--- config.mk ---
export PLATFORM = sky130hd
export DESIGN_NAME = ipd_line_message_parser_core
export DESIGN_NICKNAME = d
export VERILOG_FILES = /design/src/hw/rtl/ipd_pkg.sv /design/src/hw/rtl/ipd_line_message_parser_core.sv /design/src/hw/rtl/ipd_front.sv /design/src/hw/rtl/ipd_queue.sv /design/src/hw/rtl/ipd_back.sv
export SDC_FILE = /design/constraint.sdc
export NUM_CORES = 1
export LEC_CHECK = 0
export BUFFER_PORTS_ARGS = -buffer_cell sky130_fd_sc_hd__buf_2
export CAP_MARGIN = 5
export CELL_PAD_IN_SITES_DETAIL_PLACEMENT = 1
export CELL_PAD_IN_SITES_GLOBAL_PLACEMENT = 1
export CORE_ASPECT_RATIO = 1.2
export CORE_UTILIZATION = 52
export CTS_BUF_LIST = sky130_fd_sc_hd__clkbuf_8
export CTS_CLUSTER_DIAMETER = 30
export DETAILED_ROUTE_END_ITERATION = 10
export GPL_ROUTABILITY_DRIVEN = 0
export PLACE_DENSITY = 0.84
export SLEW_MARGIN = 20
export SYNTH_ARGS = -nofsm -noshare
export SYNTH_HDL_FRONTEND = slang
export SYNTH_SLANG_ARGS = --single-unit
--- constraint.sdc ---
create_clock -name clk_i -period 8.65 [get_ports clk_i]
set_clock_uncertainty 0.2 [all_clocks]
set_input_delay 0 -clock clk_i [delete_from_list [all_inputs] [get_ports clk_i]]
set_output_delay 0 -clock clk_i [all_outputs]
set_load 0.01 [all_outputs]
--- src/hw/rtl/ipd_pkg.sv ---
// shared types and constants for the ipd line message parser
// used by ipd_front, ipd_queue, ipd_back and ipd_line_message_parser_core
`timescale 1ns / 1ps

package ipd_pkg;

  localparam int unsigned DATA_PREFIX_LEN  = 8;
  localparam int unsigned ADMIN_PREFIX_LEN = 7;
  localparam int unsigned PAYLOAD_LEN      = 71;
  localparam int unsigned ADMIN_LEN        = 5;

  localparam logic [7:0] CHAR_NEWLINE = 8'h0A;
  localparam logic [7:0] CHAR_A       = 8'h41;
  localparam logic [7:0] CHAR_B       = 8'h42;
  localparam logic [7:0] ADMIN_BIAS   = 8'd65;
  localparam logic [7:0] MODE_KEEP    = 8'd42;

  localparam int unsigned QUEUE_DEPTH = 2;
  localparam int unsigned QPTR_W      = $clog2(QUEUE_DEPTH);
  localparam int unsigned QCNT_W      = $clog2(QUEUE_DEPTH + 1);

  localparam int unsigned TDATA_W = 56;

  typedef enum logic [1:0] {
    KIND_PAYLOAD = 2'd0,
    KIND_RECORD  = 2'd1,
    KIND_ADMIN   = 2'd2
  } kind_e;

  // work handed from the front to the back for one received byte
  typedef struct packed {
    logic       has_pay;
    logic       end_rec;
    logic       end_adm;
    logic [6:0] pay_idx;
    logic [7:0] pay_byte;
    logic [6:0] recv;
    logic [7:0] adm1;
    logic [7:0] adm2;
    logic [7:0] adm3;
    logic [7:0] adm4;
  } entry_t;

  function automatic logic [7:0] data_tag(input logic [2:0] idx);
    logic [7:0] c;
    case (idx)
      3'd0:    c = 8'h2B;
      3'd1:    c = 8'h49;
      3'd2:    c = 8'h50;
      3'd3:    c = 8'h44;
      3'd4:    c = 8'h2C;
      3'd5:    c = 8'h37;
      3'd6:    c = 8'h32;
      default: c = 8'h3A;
    endcase
    return c;
  endfunction

  function automatic logic [7:0] admin_tag(input logic [2:0] idx);
    logic [7:0] c;
    case (idx)
      3'd0:    c = 8'h2B;
      3'd1:    c = 8'h49;
      3'd2:    c = 8'h50;
      3'd3:    c = 8'h44;
      3'd4:    c = 8'h2C;
      3'd5:    c = 8'h36;
      default: c = 8'h3A;
    endcase
    return c;
  endfunction

  function automatic logic signed [8:0] minus65(input logic [7:0] b);
    return $signed({1'b0, b} - {1'b0, ADMIN_BIAS});
  endfunction

endpackage

--- src/hw/rtl/ipd_line_message_parser_core.sv ---
// top level of the ipd line message parser: front, queue and back
// depends on ipd_pkg, ipd_front, ipd_queue, ipd_back
`timescale 1ns / 1ps

// Splits received serial bytes into lines and reports payload bytes, data
// record completion and admin commands as result transfers. A byte can be
// taken every clock cycle while the queue is not full, and the back drives
// one result per cycle while the output is ready, so a line-ending payload
// byte (payload plus record complete) yields two result transfers. A
// two-entry queue between front and back lets bytes keep flowing while
// results wait; when the queue is full, the input pauses. Results pass
// through the queue and the back's output register.
// Results for one byte end with tlast set.
module ipd_line_message_parser_core import ipd_pkg::*; #(
  parameter int unsigned LINE_LIMIT = 255
) (
  input  logic               clk_i,
  input  logic               rst_ni,
  // tdata: rx_byte
  input  logic               s_axis_tvalid_i,
  output logic               s_axis_tready_o,
  input  logic [7:0]         s_axis_tdata_i,
  // tdata: payload_index[6:0], payload_byte[14:7], payload_received[21:15],
  // led_auto[30:22], mode_change[31], next_mode[40:32], power_off[41],
  // server_error[50:42], zero fill[55:51]
  output logic               m_axis_tvalid_o,
  input  logic               m_axis_tready_i,
  output logic [TDATA_W-1:0] m_axis_tdata_o,
  // tuser: kind[1:0]
  output logic [1:0]         m_axis_tuser_o,
  output logic               m_axis_tlast_o
);

  logic   q_full, q_push, q_pop, q_head_valid;
  entry_t q_push_data, q_head;

  ipd_front #(
    .LineLimit(LINE_LIMIT)
  ) u_front (
    .clk_i     (clk_i),
    .rst_ni    (rst_ni),
    .rx_valid_i(s_axis_tvalid_i),
    .rx_byte_i (s_axis_tdata_i),
    .rx_ready_o(s_axis_tready_o),
    .q_full_i  (q_full),
    .push_o    (q_push),
    .entry_o   (q_push_data)
  );

  ipd_queue u_queue (
    .clk_i       (clk_i),
    .rst_ni      (rst_ni),
    .push_i      (q_push),
    .push_data_i (q_push_data),
    .full_o      (q_full),
    .pop_i       (q_pop),
    .head_valid_o(q_head_valid),
    .head_o      (q_head)
  );

  ipd_back u_back (
    .clk_i       (clk_i),
    .rst_ni      (rst_ni),
    .head_valid_i(q_head_valid),
    .head_i      (q_head),
    .pop_o       (q_pop),
    .m_tvalid_o  (m_axis_tvalid_o),
    .m_tready_i  (m_axis_tready_i),
    .m_tdata_o   (m_axis_tdata_o),
    .m_tuser_o   (m_axis_tuser_o),
    .m_tlast_o   (m_axis_tlast_o)
  );

`ifndef NO_ASSERTIONS
  a_record_is_last: assert property (@(posedge clk_i) disable iff (!rst_ni)
    m_axis_tvalid_o && m_axis_tuser_o == KIND_RECORD |-> m_axis_tlast_o)
    else $error("record complete not marked last");

  a_admin_is_last: assert property (@(posedge clk_i) disable iff (!rst_ni)
    m_axis_tvalid_o && m_axis_tuser_o == KIND_ADMIN |-> m_axis_tlast_o)
    else $error("admin command not marked last");

  a_pop_needs_entry: assert property (@(posedge clk_i) disable iff (!rst_ni)
    q_pop |-> q_head_valid)
    else $error("back popped an empty queue");

  a_full_not_empty: assert property (@(posedge clk_i) disable iff (!rst_ni)
    q_full |-> q_head_valid)
    else $error("queue full and empty at once");
`endif

endmodule

--- src/hw/rtl/ipd_front.sv ---
// front end: tracks line position and prefixes, classifies each byte
// depends on ipd_pkg
`timescale 1ns / 1ps

module ipd_front import ipd_pkg::*; #(
  parameter int unsigned LineLimit = 255
) (
  input  logic       clk_i,
  input  logic       rst_ni,
  input  logic       rx_valid_i,
  input  logic [7:0] rx_byte_i,
  output logic       rx_ready_o,
  input  logic       q_full_i,
  output logic       push_o,
  output entry_t     entry_o
);

  localparam logic [7:0] LastPos = 8'(LineLimit - 1);

  logic [7:0] pos_q, pos_d;
  logic       data_ok_q, data_ok_d;
  logic       admin_ok_q, admin_ok_d;
  logic [7:0] adm_q [ADMIN_LEN];
  logic [7:0] adm_d [ADMIN_LEN];
  logic [6:0] cnt_q, cnt_d;

  logic       accept;
  logic       data_ok_n, admin_ok_n;
  logic [7:0] adm_n [ADMIN_LEN];
  logic       has_pay, line_end, end_rec, end_adm;
  logic [6:0] cnt_n;

  assign rx_ready_o = ~q_full_i;
  assign accept     = rx_valid_i & ~q_full_i;

  always_comb begin
    data_ok_n = data_ok_q;
    if (pos_q < 8'(DATA_PREFIX_LEN) && rx_byte_i != data_tag(pos_q[2:0])) begin
      data_ok_n = 1'b0;
    end
    admin_ok_n = admin_ok_q;
    if (pos_q < 8'(ADMIN_PREFIX_LEN) && rx_byte_i != admin_tag(pos_q[2:0])) begin
      admin_ok_n = 1'b0;
    end
    for (int i = 0; i < ADMIN_LEN; i++) begin
      adm_n[i] = (pos_q == 8'(ADMIN_PREFIX_LEN + i)) ? rx_byte_i : adm_q[i];
    end

    has_pay  = data_ok_n && pos_q >= 8'(DATA_PREFIX_LEN)
               && pos_q < 8'(DATA_PREFIX_LEN + PAYLOAD_LEN);
    cnt_n    = cnt_q + 7'(has_pay);
    line_end = (rx_byte_i == CHAR_NEWLINE) || (pos_q >= LastPos);
    end_rec  = line_end && data_ok_n && pos_q >= 8'(DATA_PREFIX_LEN);
    end_adm  = line_end && !end_rec && admin_ok_n && pos_q >= 8'(ADMIN_PREFIX_LEN)
               && adm_n[0] == CHAR_A;

    entry_o          = '0;
    entry_o.has_pay  = has_pay;
    entry_o.end_rec  = end_rec;
    entry_o.end_adm  = end_adm;
    entry_o.pay_idx  = has_pay ? 7'(pos_q - 8'(DATA_PREFIX_LEN)) : 7'd0;
    entry_o.pay_byte = has_pay ? rx_byte_i : 8'd0;
    entry_o.recv     = cnt_n;
    entry_o.adm1     = adm_n[1];
    entry_o.adm2     = adm_n[2];
    entry_o.adm3     = adm_n[3];
    entry_o.adm4     = adm_n[4];
    push_o           = accept && (has_pay || end_rec || end_adm);

    pos_d      = pos_q;
    data_ok_d  = data_ok_q;
    admin_ok_d = admin_ok_q;
    cnt_d      = cnt_q;
    for (int i = 0; i < ADMIN_LEN; i++) begin
      adm_d[i] = adm_q[i];
    end
    if (accept) begin
      if (line_end) begin
        pos_d      = '0;
        data_ok_d  = 1'b1;
        admin_ok_d = 1'b1;
        cnt_d      = '0;
        for (int i = 0; i < ADMIN_LEN; i++) begin
          adm_d[i] = '0;
        end
      end else begin
        pos_d      = pos_q + 8'd1;
        data_ok_d  = data_ok_n;
        admin_ok_d = admin_ok_n;
        cnt_d      = cnt_n;
        for (int i = 0; i < ADMIN_LEN; i++) begin
          adm_d[i] = adm_n[i];
        end
      end
    end
  end

  always_ff @(posedge clk_i or negedge rst_ni) begin
    if (!rst_ni) begin
      pos_q      <= '0;
      data_ok_q  <= 1'b1;
      admin_ok_q <= 1'b1;
      cnt_q      <= '0;
      for (int i = 0; i < ADMIN_LEN; i++) begin
        adm_q[i] <= '0;
      end
    end else begin
      pos_q      <= pos_d;
      data_ok_q  <= data_ok_d;
      admin_ok_q <= admin_ok_d;
      cnt_q      <= cnt_d;
      for (int i = 0; i < ADMIN_LEN; i++) begin
        adm_q[i] <= adm_d[i];
      end
    end
  end

endmodule

--- src/hw/rtl/ipd_queue.sv ---
// short queue of classified entries between front and back
// depends on ipd_pkg
`timescale 1ns / 1ps

module ipd_queue import ipd_pkg::*; (
  input  logic   clk_i,
  input  logic   rst_ni,
  input  logic   push_i,
  input  entry_t push_data_i,
  output logic   full_o,
  input  logic   pop_i,
  output logic   head_valid_o,
  output entry_t head_o
);

  entry_t            mem_q [QUEUE_DEPTH];
  logic [QPTR_W-1:0] wr_ptr_q, wr_ptr_d;
  logic [QPTR_W-1:0] rd_ptr_q, rd_ptr_d;
  logic [QCNT_W-1:0] cnt_q, cnt_d;
  logic              do_push, do_pop;

  assign full_o       = (cnt_q == QCNT_W'(QUEUE_DEPTH));
  assign head_valid_o = (cnt_q != '0);
  assign head_o       = mem_q[rd_ptr_q];
  assign do_push      = push_i & ~full_o;
  assign do_pop       = pop_i & head_valid_o;

  always_comb begin
    wr_ptr_d = wr_ptr_q;
    rd_ptr_d = rd_ptr_q;
    cnt_d    = cnt_q;
    if (do_push) begin
      wr_ptr_d = (wr_ptr_q == QPTR_W'(QUEUE_DEPTH - 1)) ? '0 : wr_ptr_q + QPTR_W'(1);
    end
    if (do_pop) begin
      rd_ptr_d = (rd_ptr_q == QPTR_W'(QUEUE_DEPTH - 1)) ? '0 : rd_ptr_q + QPTR_W'(1);
    end
    if (do_push && !do_pop) begin
      cnt_d = cnt_q + QCNT_W'(1);
    end else if (!do_push && do_pop) begin
      cnt_d = cnt_q - QCNT_W'(1);
    end
  end

  always_ff @(posedge clk_i or negedge rst_ni) begin
    if (!rst_ni) begin
      wr_ptr_q <= '0;
      rd_ptr_q <= '0;
      cnt_q    <= '0;
    end else begin
      wr_ptr_q <= wr_ptr_d;
      rd_ptr_q <= rd_ptr_d;
      cnt_q    <= cnt_d;
    end
  end

  always_ff @(posedge clk_i) begin
    if (do_push) begin
      mem_q[wr_ptr_q] <= push_data_i;
    end
  end

endmodule

--- src/hw/rtl/ipd_back.sv ---
// back end: expands queued entries into result transfers, output register
// depends on ipd_pkg
`timescale 1ns / 1ps

module ipd_back import ipd_pkg::*; (
  input  logic               clk_i,
  input  logic               rst_ni,
  input  logic               head_valid_i,
  input  entry_t             head_i,
  output logic               pop_o,
  output logic               m_tvalid_o,
  input  logic               m_tready_i,
  output logic [TDATA_W-1:0] m_tdata_o,
  output logic [1:0]         m_tuser_o,
  output logic               m_tlast_o
);

  logic              valid_q, valid_d;
  logic              phase_q, phase_d;
  kind_e             kind_q, kind_d;
  logic [6:0]        idx_q, idx_d;
  logic [7:0]        byte_q, byte_d;
  logic [6:0]        recv_q, recv_d;
  logic signed [8:0] led_q, led_d;
  logic              mc_q, mc_d;
  logic signed [8:0] nm_q, nm_d;
  logic              po_q, po_d;
  logic signed [8:0] se_q, se_d;
  logic              last_q, last_d;
  logic              load;

  assign load = ~valid_q | m_tready_i;

  always_comb begin
    pop_o   = 1'b0;
    phase_d = phase_q;
    valid_d = valid_q;
    kind_d  = KIND_PAYLOAD;
    idx_d   = '0;
    byte_d  = '0;
    recv_d  = '0;
    led_d   = '0;
    mc_d    = 1'b0;
    nm_d    = '0;
    po_d    = 1'b0;
    se_d    = '0;
    last_d  = 1'b0;
    if (load) begin
      valid_d = head_valid_i;
      if (head_valid_i) begin
        if (!phase_q && head_i.has_pay) begin
          kind_d = KIND_PAYLOAD;
          idx_d  = head_i.pay_idx;
          byte_d = head_i.pay_byte;
          if (head_i.end_rec || head_i.end_adm) begin
            phase_d = 1'b1;
          end else begin
            last_d = 1'b1;
            pop_o  = 1'b1;
          end
        end else begin
          phase_d = 1'b0;
          pop_o   = 1'b1;
          last_d  = 1'b1;
          if (head_i.end_rec) begin
            kind_d = KIND_RECORD;
            recv_d = head_i.recv;
          end else begin
            kind_d = KIND_ADMIN;
            led_d  = minus65(head_i.adm1);
            mc_d   = (head_i.adm2 != ADMIN_BIAS + MODE_KEEP);
            nm_d   = minus65(head_i.adm2);
            po_d   = (head_i.adm3 == CHAR_B);
            se_d   = minus65(head_i.adm4);
          end
        end
      end
    end
  end

  always_ff @(posedge clk_i or negedge rst_ni) begin
    if (!rst_ni) begin
      valid_q <= 1'b0;
      phase_q <= 1'b0;
    end else begin
      valid_q <= valid_d;
      phase_q <= phase_d;
    end
  end

  always_ff @(posedge clk_i) begin
    if (load) begin
      kind_q <= kind_d;
      idx_q  <= idx_d;
      byte_q <= byte_d;
      recv_q <= recv_d;
      led_q  <= led_d;
      mc_q   <= mc_d;
      nm_q   <= nm_d;
      po_q   <= po_d;
      se_q   <= se_d;
      last_q <= last_d;
    end
  end

  assign m_tvalid_o = valid_q;
  assign m_tuser_o  = kind_q;
  assign m_tlast_o  = last_q;
  assign m_tdata_o  = {5'd0, se_q, po_q, nm_q, mc_q, led_q, recv_q, byte_q, idx_q};

endmodule
==> flow_metrics.py <==
metrics = {
    "cells_and_area": {
        "nFillCells": 1859,
        "regArea_um2": 6630,
        "syn_to_final_growth_pct": 16.0,
        "antenna_cells": 0,
        "nets": 857,
        "drive_gt1_share_pct": 25.1,
        "final_util_pct": 62.1,
        "multi_input_area_um2": 3370,
    },
    "floorplanning": {
        "fp.dieW_um": 130,
        "die_area_um2": 20200,
        "start_util_pct": 53.5,
        "pin_count": 73,
        "core_um2": 19100,
        "rows": 55,
        "die_h_um": 155,
    },
    "drt": {
        "drt_first_pass_iters": 4,
        "num_vias": 6635,
        "drt-total-wl_um": 25200,
        "drcViolationCount": 0,
        "avgViaCountPerCell": 5.92,
        "drtIter0Drc": 365,
        "ant_nets": 0,
        "wl_per_cell_um": 22.5,
    },
    "yosys": {
        "ys_async_sr_fraction_pct": 27.3,
        "ys_warn_count": 0,
        "synthMuxAreaShare_pct": 8.57,
        "ys_types": 71,
        "yosys.area_share.simple_pct": 10.4,
        "synthXorXnorAreaFrac_pct": 3.18,
        "ys_ff_latch": 231,
        "avgSynthCellArea_um2": 14.0,
        "synth_ff_type": "edfxtp_1",
        "synth_edf_count": 168,
        "ys_seq_area_share_pct": 64.9,
        "synth_top_family_by_area": "simple AND/OR/NAND/NOR gates",
        "synth_fa_ha_area_share_pct": 1.84,
        "synth_area_um2": 10200,
        "synth_compound_area_share_pct": 8.54,
        "synthCells": 731,
    },
    "setup_path": {
        "worstPathRequired_ps": 8940,
        "reg2reg_from": "u_front.pos_q[2]",
        "cp-endpoint": "u_front.cnt_q[6]",
        "crit_path_frequent_cell": "ha_1",
        "criticalPathCategory": "flop to flop",
        "crit_start": "u_front.pos_q[2]",
        "rrSetupSlack_ps": 4270,
        "cp-end-kind": "flop",
        "critPathLaunchType": "flop",
        "worst-path-max-fanout": 16,
        "reg2reg_depth": 13,
        "cpPeakStageDelay_ps": 680,
        "r2r-end": "u_front.cnt_q[6]",
        "crit_slowest_cell": "dfrtp_1",
        "cp_cell_sequence": "inv_2 -> ha_1 -> nor4_1 -> a21oi_1 -> nor4b_2 -> a21boi_1 -> buf_4 -> nor2_1 -> ha_1 -> ha_1 -> and3_1 -> xor2_1 -> a22o_1",
        "critPathArrivalTime_ps": 4670,
    },
    "global_route": {
        "first_global_vias": 7267,
        "grt_usage_pct": 26.2,
        "grt_overflow": 0,
        "grt_pass1_wl_um": 39800,
        "grt_max_degree": 67,
        "antenna_found_initial": 0,
    },
    "power": {
        "netSwitchingFraction_pct": 34.4,
        "clkPwrFrac_pct": 27.9,
        "p_leak_nw": 4.79,
        "p_seq_share_pct": 41.3,
        "p_comb_share_pct": 30.8,
        "powerDensity_nw_per_um2": 346,
        "switching_power_mw": 1.41,
        "max-vdd-ir-drop_mv": 0.185,
        "p_int_mw": 2.69,
    },
    "sta": {
        "slew_viol_final": 0,
        "fin_tns_setup_ps": 0,
        "rsz0062_at_grt": "no",
        "worstMarginPinSlew_ps": 1190,
        "final_hold_viol_count": 0,
        "min_period_over_period_pct": 50.6,
        "finalSetupViolCount": 0,
        "min_period_ps": 4380,
        "relSlewSlack_pct": 20.5,
        "timing.hold.ws_ps": 300,
        "fin_ws_ps": 4270,
        "fmax_mhz": 228,
    },
    "clock_network": {
        "ctsHtreeMaxLevel": 2,
        "numCtsBuffers": 43,
        "hold_buffers": 12,
        "postCtsSetupRepairBufs": 0,
        "root_buffer": "clkbuf_8",
        "clock_latency_ps": 560,
        "clock-sinks": 231,
        "clk_pin_slew_ps": 70,
        "cts_buffer_depth": 3,
        "post_cts_resized": 0,
        "tritoncts": "built",
    },
    "run": {
        "maxCapViolCount": 0,
    },
    "place": {
        "io_buffers": 67,
        "preCtsSetupSlack_ps": 4510,
        "hpwl_um": 15200,
    },
    "worst_hold_path": {
        "hold_path_class": "input port to flop",
    },
    "outcome": {
        "status": "finished clean",
    },
}
[how the worst min path moves through the flow]
stage | startpoint | to | slack (ps) | depth (start not counted)
2_1_floorplan | rst_ni | u_back.m_tvalid_o | -500 | 0
3_3_place_gp | rst_ni | u_front.adm_q[13] | 40 | 2
3_5_place_dp | rst_ni | u_front.adm_q[12] | 50 | 2
4_1_cts | s_axis_tdata_i[2] | u_front.adm_q[2] | 250 | 3
5_1_grt | s_axis_tdata_i[7] | u_front.adm_q[23] | 290 | 3
6_report | s_axis_tdata_i[2] | u_front.adm_q[2] | 300 | 3
[cell usage after synthesis (3+ instances only)]
master / instances / area, um^2
mux2i_1: 39 / 390
o21ai_0: 8 / 40.0
nor2_2: 3 / 18.8
and3_1: 12 / 75.1
inv_1: 11 / 41.3
or3_1: 4 / 25.0
nand2b_1: 6 / 37.5
xor2_1: 16 / 140
edfxtp_1: 168 / 5040
buf_6: 3 / 33.8
buf_2: 12 / 60.1
ha_1: 15 / 188
nor3_1: 23 / 115
xnor2_1: 21 / 184
dfrtp_1: 61 / 1530
nor2_1: 67 / 251
a211oi_1: 8 / 60.1
a22o_1: 43 / 377
clkbuf_1: 16 / 60.1
mux2_2: 43 / 484
or4b_2: 4 / 40.0
o22ai_1: 3 / 18.8
nor4b_1: 3 / 26.3
buf_4: 8 / 60.1
and2_1: 4 / 25.0
nor2b_1: 6 / 37.5
nor4_1: 5 / 31.3
nand3_1: 7 / 35.0
a21oi_1: 12 / 60.1
nand2_1: 34 / 128
o21ai_1: 8 / 40.0
nor3b_1: 3 / 22.5
[power groups by stage]
stage | registers [mW] | logic (mW) | clock network [mW]
3_3_place_gp | 1.68 | 1.14 | 0
5_1_grt | 1.72 | 1.37 | 1.21
3_5_place_dp | 1.70 | 1.21 | 0
2_1_floorplan | 1.73 | 0.826 | 0
6_report | 1.69 | 1.26 | 1.14
4_1_cts | 1.69 | 1.26 | 1.16
[stage by stage]
stage	area [um^2]	instances	power, mW
detailed placement	10800	1029	2.92
floorplan	10200	735	2.55
CTS	11800	1121	4.12
global route	11800	1121	4.29
finish	11800	1121	4.09
global placement	10800	1029	2.82
[critical path, delay by kind of cell, from the launching register on]
kind            cells  cell delay, ps
simple gates        4            1500
fa+ha+maj           3             880
flops               1             680
compound gates      3             460
buf+inv             2             350
xor+xnor            1             260
[cell type report]
class | instances | share of cell area (%)
repair buffers | 89 | 4.48
flip-flops and latches | 231 | 56.0
multi-input cells | 453 | 28.4
inverters | 12 | 0.381
well taps | 256 | 2.71
clock inverters | 33 | 2.56
clock buffers | 47 | 5.47
[cell usage in the layout, fill, tap and decap left out, types with 6 or more instances in the layout]
cell	n
mux2_2	43
clkinvlp_4	6
nand2_1	34
dlygate4sd3_1	12
nor3_1	23
a211oi_1	6
nand3_1	7
a22o_1	43
a21oi_1	12
dfrtp_1	60
ha_1	15
buf_4	10
inv_1	22
xnor2_1	21
o21ai_0	8
xor2_1	16
edfxtp_1	168
and3_1	12
nor2b_1	6
nor2_1	67
o21ai_1	7
mux2i_1	39
buf_2	67
clkbuf_8	47
[cells by family after synthesis]
group / count (synthesis)
mux: 82
simple gates: 200
flops: 231
buf+inv: 51
xor+xnor: 37
other cells: 1
fa+ha+maj: 15
compound gates: 114
[metal layers]
metal / global-route usage [%] / part of all wire, %
met3: 4.95 / 5.2
met4: 12.0 / 3.7
met1: 31.6 / 39
met5: 0 / 0
met2: 45.2 / 52
[flip-flops by register name (all words and copies together) (netlist names), 2 cells and up]
signal	cells
u_queue.mem_q	114
u_front.adm_q	40
u_back.led_q	9
u_back.nm_q	9
u_back.se_q	9
u_back.byte_q	8
u_front.pos_q	8
u_back.idx_q	7
u_back.recv_q	7
u_front.cnt_q	7
u_back.m_tuser_o	2
u_queue.cnt_q	2
Note: power is estimated with default switching activity, not from simulation.
